--- config.mk ---
export PLATFORM = sky130hd
export DESIGN_NAME = sctu_reduce
export DESIGN_NICKNAME = d
export VERILOG_FILES = /design/src/rtl/core/sctu_pkg.sv /design/src/rtl/core/sctu_reduce.sv
export SDC_FILE = /design/constraint.sdc
export NUM_CORES = 1
export LEC_CHECK = 0
export BUFFER_PORTS_ARGS = -buffer_cell sky130_fd_sc_hd__buf_2
export CAP_MARGIN = 15
export CELL_PAD_IN_SITES_DETAIL_PLACEMENT = 1
export CELL_PAD_IN_SITES_GLOBAL_PLACEMENT = 2
export CORE_MARGIN = 2
export CORE_UTILIZATION = 40
export CTS_BUF_LIST = sky130_fd_sc_hd__clkbuf_16
export DETAILED_ROUTE_END_ITERATION = 10
export GPL_TIMING_DRIVEN = 1
export PLACE_DENSITY = 0.85
export SLEW_MARGIN = 20
export SYNTH_ARGS = -nofsm -noshare
export SYNTH_HDL_FRONTEND = slang
export SYNTH_SLANG_ARGS = --single-unit
--- constraint.sdc ---
create_clock -name clk -period 9.8 [get_ports clk]
set_input_delay 1.96 -clock clk [delete_from_list [all_inputs] [get_ports clk]]
set_output_delay 1.96 -clock clk [all_outputs]
set_load 0.05 [all_outputs]
--- src/rtl/core/sctu_pkg.sv ---
`timescale 1ns / 1ps

package sctu_pkg;

    localparam int DEF_ANGLE_FRAC_BITS  = 24;
    localparam int DEF_RESULT_FRAC_BITS = 16;

    // angle constants with 32 fractional bits
    localparam logic [35:0] K_PI      = 36'h3_243F_6A89;
    localparam logic [35:0] K_TWO_PI  = 36'h6_487E_D511;
    localparam logic [35:0] K_HALF_PI = 36'h1_921F_B544;
    localparam logic [35:0] K_QUART   = 36'h0_C90F_DAA2;
    localparam logic [32:0] K_ONE     = 33'h1_0000_0000;

    // reciprocals for exact floor division of 32-bit values by 3 and 15
    localparam logic [31:0] RECIP3  = 32'hAAAA_AAAB;
    localparam logic [31:0] RECIP15 = 32'h8888_8889;

    localparam logic [31:0] SAT_POS = 32'h7FFF_FFFF;
    localparam logic [31:0] SAT_NEG = 32'h8000_0000;

    typedef enum logic [1:0] {
        CMD_SIN = 2'd0,
        CMD_COS = 2'd1,
        CMD_TAN = 2'd2
    } cmd_e;

    typedef struct packed {
        logic [1:0]         command;
        logic signed [31:0] angle;
    } req_t;

    typedef struct packed {
        logic signed [31:0] value;
        logic               saturated;
    } rsp_t;

    // folded angle in [0, pi/4] with sign tracking
    typedef struct packed {
        logic [1:0]  command;
        logic [31:0] x;
        logic        big;
        logic        sn;
        logic        cn;
    } fold_t;

    // sine and cosine magnitudes with 32 fractional bits
    typedef struct packed {
        logic [1:0]  command;
        logic        sn;
        logic        cn;
        logic [32:0] sm;
        logic [32:0] cm;
    } side_t;

    typedef struct packed {
        side_t       side;
        logic [32:0] quot;
        logic        ovf;
    } quot_t;

endpackage

--- src/rtl/core/sctu_reduce.sv ---
`timescale 1ns / 1ps

module sctu_reduce #(
    parameter int ANGLE_FRAC_BITS = sctu_pkg::DEF_ANGLE_FRAC_BITS
) (
    input  logic              clk,
    input  logic              rst_n,
    input  logic              req_valid,
    output logic              req_ready,
    input  sctu_pkg::req_t    req_data,
    output logic              res_valid,
    input  logic              res_ready,
    output sctu_pkg::fold_t   res_data
);

    localparam int XW = 64 - ANGLE_FRAC_BITS;
    localparam int DS = XW - 34;
    localparam int NS = DS + 3;

    logic [NS-1:0]   v_reg;
    logic [NS:0]     en;

    logic [XW-1:0]   r_reg   [0:DS];
    logic [1:0]      cmd_reg [0:DS];
    logic            neg_reg [0:DS];

    logic [33:0]     r1_reg;
    logic [1:0]      cmd1_reg;
    logic            sn1_reg;
    logic            p1_reg;

    sctu_pkg::fold_t f_reg;

    logic [31:0]     mag;
    logic [XW-1:0]   x_entry;

    logic [34:0]     rm;
    logic            p_next;
    logic [33:0]     r1_next;
    logic            h;
    logic [32:0]     r2;
    logic            big;
    logic [31:0]     r3;

    assign en[NS] = res_ready;

    genvar i;
    generate
        for (i = 0; i < NS; i++)
        begin : g_en
            assign en[i] = ~v_reg[i] | en[i+1];
        end
    endgenerate

    always_ff @(posedge clk or negedge rst_n)
    begin
        if (!rst_n)
        begin
            v_reg <= '0;
        end
        else
        begin
            if (en[0])
            begin
                v_reg[0] <= req_valid;
            end
            for (int k = 1; k < NS; k++)
            begin
                if (en[k])
                begin
                    v_reg[k] <= v_reg[k-1];
                end
            end
        end
    end

    // magnitude moved to 32 fractional bits
    always_comb
    begin
        mag     = req_data.angle[31] ? (32'd0 - 32'(req_data.angle)) : 32'(req_data.angle);
        x_entry = {mag, {(32 - ANGLE_FRAC_BITS){1'b0}}};
    end

    always_ff @(posedge clk)
    begin
        if (en[0])
        begin
            r_reg[0]   <= x_entry;
            cmd_reg[0] <= req_data.command;
            neg_reg[0] <= req_data.angle[31];
        end
    end

    // restoring reduction modulo two pi, one quotient bit per stage
    genvar j;
    generate
        for (j = 1; j <= DS; j++)
        begin : g_mod
            localparam int SH = DS - j;
            logic [XW-1:0] sub_w;
            logic          ge_w;

            assign sub_w = XW'(sctu_pkg::K_TWO_PI) << SH;
            assign ge_w  = r_reg[j-1] >= sub_w;

            always_ff @(posedge clk)
            begin
                if (en[j])
                begin
                    r_reg[j]   <= ge_w ? (r_reg[j-1] - sub_w) : r_reg[j-1];
                    cmd_reg[j] <= cmd_reg[j-1];
                    neg_reg[j] <= neg_reg[j-1];
                end
            end
        end
    endgenerate

    // fold above pi
    always_comb
    begin
        rm      = r_reg[DS][34:0];
        p_next  = rm > 35'(sctu_pkg::K_PI);
        r1_next = p_next ? 34'(rm - 35'(sctu_pkg::K_PI)) : rm[33:0];
    end

    always_ff @(posedge clk)
    begin
        if (en[DS+1])
        begin
            r1_reg   <= r1_next;
            cmd1_reg <= cmd_reg[DS];
            sn1_reg  <= neg_reg[DS] ^ p_next;
            p1_reg   <= p_next;
        end
    end

    // fold above pi/2, then above pi/4
    always_comb
    begin
        h   = r1_reg > 34'(sctu_pkg::K_HALF_PI);
        r2  = h ? 33'(34'(sctu_pkg::K_PI) - r1_reg) : r1_reg[32:0];
        big = r2 > 33'(sctu_pkg::K_QUART);
        r3  = big ? 32'(33'(sctu_pkg::K_HALF_PI) - r2) : r2[31:0];
    end

    always_ff @(posedge clk)
    begin
        if (en[DS+2])
        begin
            f_reg.command <= cmd1_reg;
            f_reg.x       <= r3;
            f_reg.big     <= big;
            f_reg.sn      <= sn1_reg;
            f_reg.cn      <= p1_reg ^ h;
        end
    end

    assign req_ready = en[0];
    assign res_valid = v_reg[NS-1];
    assign res_data  = f_reg;

endmodule

==> Word level (Yosys, flattened, before mapping) <==
Memories as Yosys holds them, arrays and structs flattened. A register that Yosys moved wholly into a read port is not among the register bits.
Cells that the tools add are included.
W data, S select, Z words.
{ "totals": {"register_bits": 82, "mem_bits_rw": 301, "input_bits": 38, "out_inout_bits": 39, "memories": 3} }
{ "classes": {"addsub": 10, "n_lt_le_gt_ge": 9, "n_mux": 24, "bitwise": 20} }
{ "mem_list": {"columns": ["name", "words", "word_bits", "read_ports", "rd_ports_with_merged_regs", "write_ports", "line", "text"], "rows": [
  ["r_reg", 7, 40, 7, 0, 7, "sctu_reduce.sv:23", "logic [XW-1:0] r_reg [0:DS];"],
  ["cmd_reg", 7, 2, 7, 1, 7, "sctu_reduce.sv:24", "logic [1:0] cmd_reg [0:DS];"],
  ["neg_reg", 7, 1, 7, 0, 7, "sctu_reduce.sv:25", "logic neg_reg [0:DS];"]
]} }
{ "op_table": {"columns": ["op", "n"], "rows": [
  ["$mux W40", 6],
  ["$mux W32", 2],
  ["$ge A40 B35 Y1 const B", 1],
  ["$ge A40 B36 Y1 const B", 1],
  ["$ge A40 B37 Y1 const B", 1],
  ["$ge A40 B38 Y1 const B", 1],
  ["$ge A40 B39 Y1 const B", 1],
  ["$ge A40 B40 Y1 const B", 1],
  ["$sub A40 B35 Y40 const B", 1],
  ["$sub A40 B36 Y40 const B", 1],
  ["$sub A40 B37 Y40 const B", 1],
  ["$sub A40 B38 Y40 const B", 1],
  ["$sub A40 B39 Y40 const B", 1],
  ["$sub A40 B40 Y40 const B", 1],
  ["$gt A35 B34 Y1 const B", 1],
  ["$gt A34 B33 Y1 const B", 1],
  ["$mux W34", 1],
  ["$sub A34 B34 Y34 const B", 1],
  ["$gt A33 B32 Y1 const B", 1],
  ["$mux W33", 1],
  ["$sub A33 B33 Y33 const A", 1],
  ["$sub A1 B32 Y32 const A", 1],
  ["$sub A32 B32 Y32 const A", 1],
  ["$mux W1", 14],
  ["3 further kinds", 20]
]} }

==> Depth between registers and ports, before layout <==
{ "logic_depth": {"depth_word": 12, "ltp_mapped": 17, "mapped_depth_nobuf": 15} }

==> Worst setup path before layout <==
No wires, ideal clock.
{ "synth_path": {"kind": "input to output", "from": "input res_ready", "to": "output req_ready", "t_arrival_ps": 6343, "required_ps": 7840, "path_slack_ps": 1497, "cell_stages": 6, "n_path_buf": 0, "cell_sequence": "nor2b_1 > nand3_1 > nor2_1 > nand3_1 > nor2_1 > nand3_1"} }
{ "synth_via": {"elab_chain_len": 9} }
{ "synth_rtl": {"columns": ["item", "line", "text"], "rows": [
  ["from (decl)", "sctu_reduce.sv:12", "input logic res_ready,"],
  ["$or A1 B1 Y1 (3 in series)", "sctu_reduce.sv:51", "assign en[i] = ~v_reg[i] | en[i+1];"],
  ["named net en[6]", "sctu_reduce.sv:21", "logic [NS:0] en;"],
  ["$or A1 B1 Y1 (3 in series)", "sctu_reduce.sv:51", null],
  ["named net en[3]", "sctu_reduce.sv:21", null],
  ["$or A1 B1 Y1 (3 in series)", "sctu_reduce.sv:51", null],
  ["to (decl)", "sctu_reduce.sv:9", "output logic req_ready,"]
]} }
The timed path passes the listed nets, and every way through them passes these cells.

==> Worst setup path after layout <==
Same ends and word-level chain as after synthesis.

==> reports/qor.txt <==
Synth Instances = 1860
Placed cells = 2562
Slew margin rel. = 0.352
TritonRoute pass-1 iters = 5
Placed wire-length estimate = 34.5 mm
Yosys warnings = 0
H-tree levels = 2
Type of the worst min-delay path = flop to flop
Endpoints failing setup = 0
Number of global-route vias before repair = 15.1k
Ports = 77
Max Cap Viol = 0
Total Power = 8.51 mW
Post-synthesis register bit count = 356
Startpoint types = input pin
Final core occ = 0.450
Final Wtd Congestion = 0.883
Congestion Overflow GR = 0
Remaining routing DRC violations = 0
CTS tree = done
Critical Path RT = 7840 ps
Root buf cell = clkbuf_16
# hold bufs at CTS = 0
Fmax = 132 MHz
Share of cells above drive strength 1 = 0.102
Mapped cell area = 20200 µm²
P_leak = 8.26 nW
Largest net degree at the start of global routing = 43
Starting Density = 0.403
Crit path time final = 7580 ps
Nets@finish = 1989
Status = complete, no violations
Remaining antenna violation count = 0
Critical-path maximum fanout = 42
Ant diodes = 0
Pins Over Slew Limit = 0
Reg-to-reg setup timing slack = 4530 ps
Clock sinks = 356
Place WS = 2120 ps
Total GRT Usage = 0.173
# rows = 82
Clock slew at reported path FFs = 60 ps
Worst IR Drop VDD = 0.130 mV
Slowest stage delay, CP = 810 ps
Vias after detailed routing = 14.2k
Worst Skew = 28.7 ps
Largest register FFs = 251
Core Region = 50000 µm²
Via density = 5.36
CTS buffer count = 43
RSZ-0062 raised after global routing = no
Worst skew pair latency = 570 ps
Syn_area_per_cell = 10.8 µm²
Least-Margin Pin Slew = 970 ps
First-pass GRT wire length = 74.2 mm
Number of synthesized flops with an enable pin = 347
Bufs on Longest Clock Path = 3
Worst path top cell family by delay = simple AND/OR/NAND/NOR gates
Non-filler instance count after layout = 2639
Worst Path Buf+Inv = 3
Total setup buffers inserted after CTS = 0
Initial antenna violation count = 0
I/O Buffers = 76
Synth Flop Type = edfxtp_1
Fin crit share = 0.773
Post-synthesis sequential area ratio = 0.528
CP Cell Sequence = buf_2 > nor2b_1 > nand3_2 > nor2_1 > nand3_2 > nor2_1 > nand3_2 > buf_4 > buf_2
Sum Neg Setup Slack = 0 ps
DRT iter0 DRCs = 434
Net Count, Synth = 1914
Wire per inst = 17.0 µm
Setup ws final = 2220 ps
Cell area power density = 379 nW/µm²
Top cell by count, worst path = nand3_2
Hold Vio Cnt, Final = 0
Chip height = 228 µm
Unique cell type count in the Yosys netlist = 92
Critical path capture point type = output port
Crit Path Class = input pin to output port
Syn-to-layout area delta = 11.5%
Post_cts resized = 0
DRT Wirelength = 44.8 mm
CP Data Arrival Time = 5620 ps
Die area = 52200 µm²
Worst path slowest cell = nand3_2
Post-synth ARST share = 0.0253
Die width = 228 µm
==> cells by family after synthesis <==
logic type	synth area share
AOI/OAI and AO/OA	0.134
adders and majority gates	0.00993
DFF	0.528
buffers and inverters	0.0274
muxes	0.00807
and+or+nand+nor	0.160
xor gates and xnor gates	0.133
==> worst paths after layout <==
kind	start	to	depth (start not counted)
max in group asynchronous	rst_n	v_reg[2]	1
max reg2reg	r1_reg[26]	res_data[10]	12
min reg2reg	neg_reg[4]	neg_reg[5]	0
max	res_ready	req_ready	9
min	neg_reg[4]	neg_reg[5]	0
min in group asynchronous	rst_n	v_reg[3]	1
==> Yosys cell counts, types with 18 or more instances <==
master,number,area [µm²]
a21oi_1,80,400
xor2_1,124,1090
nor4_1,28,175
a21boi_0,19,143
nand2b_1,27,169
nor2_1,153,574
edfxtp_1,347,10400
inv_1,70,263
nor3_1,48,240
nand2_1,170,638
a21o_1,23,173
clkbuf_1,38,143
or3_1,22,138
nor2b_1,18,113
o31ai_1,31,233
nand3_1,63,315
xnor2_1,181,1590
o21ai_0,87,435
o21a_1,18,135
==> cell type report <==
cell class | instances | area [µm²]
well taps | 672 | 841
flip-flops and latches | 356 | 10600
multi-input cells | 1372 | 8970
repair buffers | 91 | 493
fillers | 5484 | 27500
clock buffers | 43 | 1080
clock inverters | 34 | 170
inverters | 71 | 267
==> per-stage QoR <==
step / hold slack [ps] / area, µm²
final: 418 / 22500
after global routing: 424 / 22500
after CTS: 420 / 22500
after detailed placement: 406 / 21200
after global placement: 402 / 21200
after floorplan: 400 / 20200
==> placed cells by master (no fill, tap or decap), types with 28 or more instances in the layout <==
master	n
nand2_1	170
nor4_1	28
o21ai_0	86
xor2_1	124
edfxtp_1	347
xnor2_1	181
inv_1	78
nor3_1	48
nor2_1	153
o31ai_1	31
clkbuf_16	43
a21oi_1	80
buf_2	76
nand3_1	60
==> power breakdown <==
group	total [mW]	internal, mW	leakage (nW)	switching, mW
Combinational	3.75	1.47	3.94	2.28
Sequential	3.36	2.71	3.68	0.645
Clock	1.41	0.797	0.651	0.610
Total	8.51	4.98	8.26	3.53
==> layer usage <==
layer	global-route usage	vias to the layer above	wire length [µm]
li1	-	6964	-
met1	0.162	6902	16200
met2	0.365	194	25800
met3	0.0243	94	1240
met4	0.0696	0	1530
met5	0	-	0
Power figures use the tool's default switching activity.
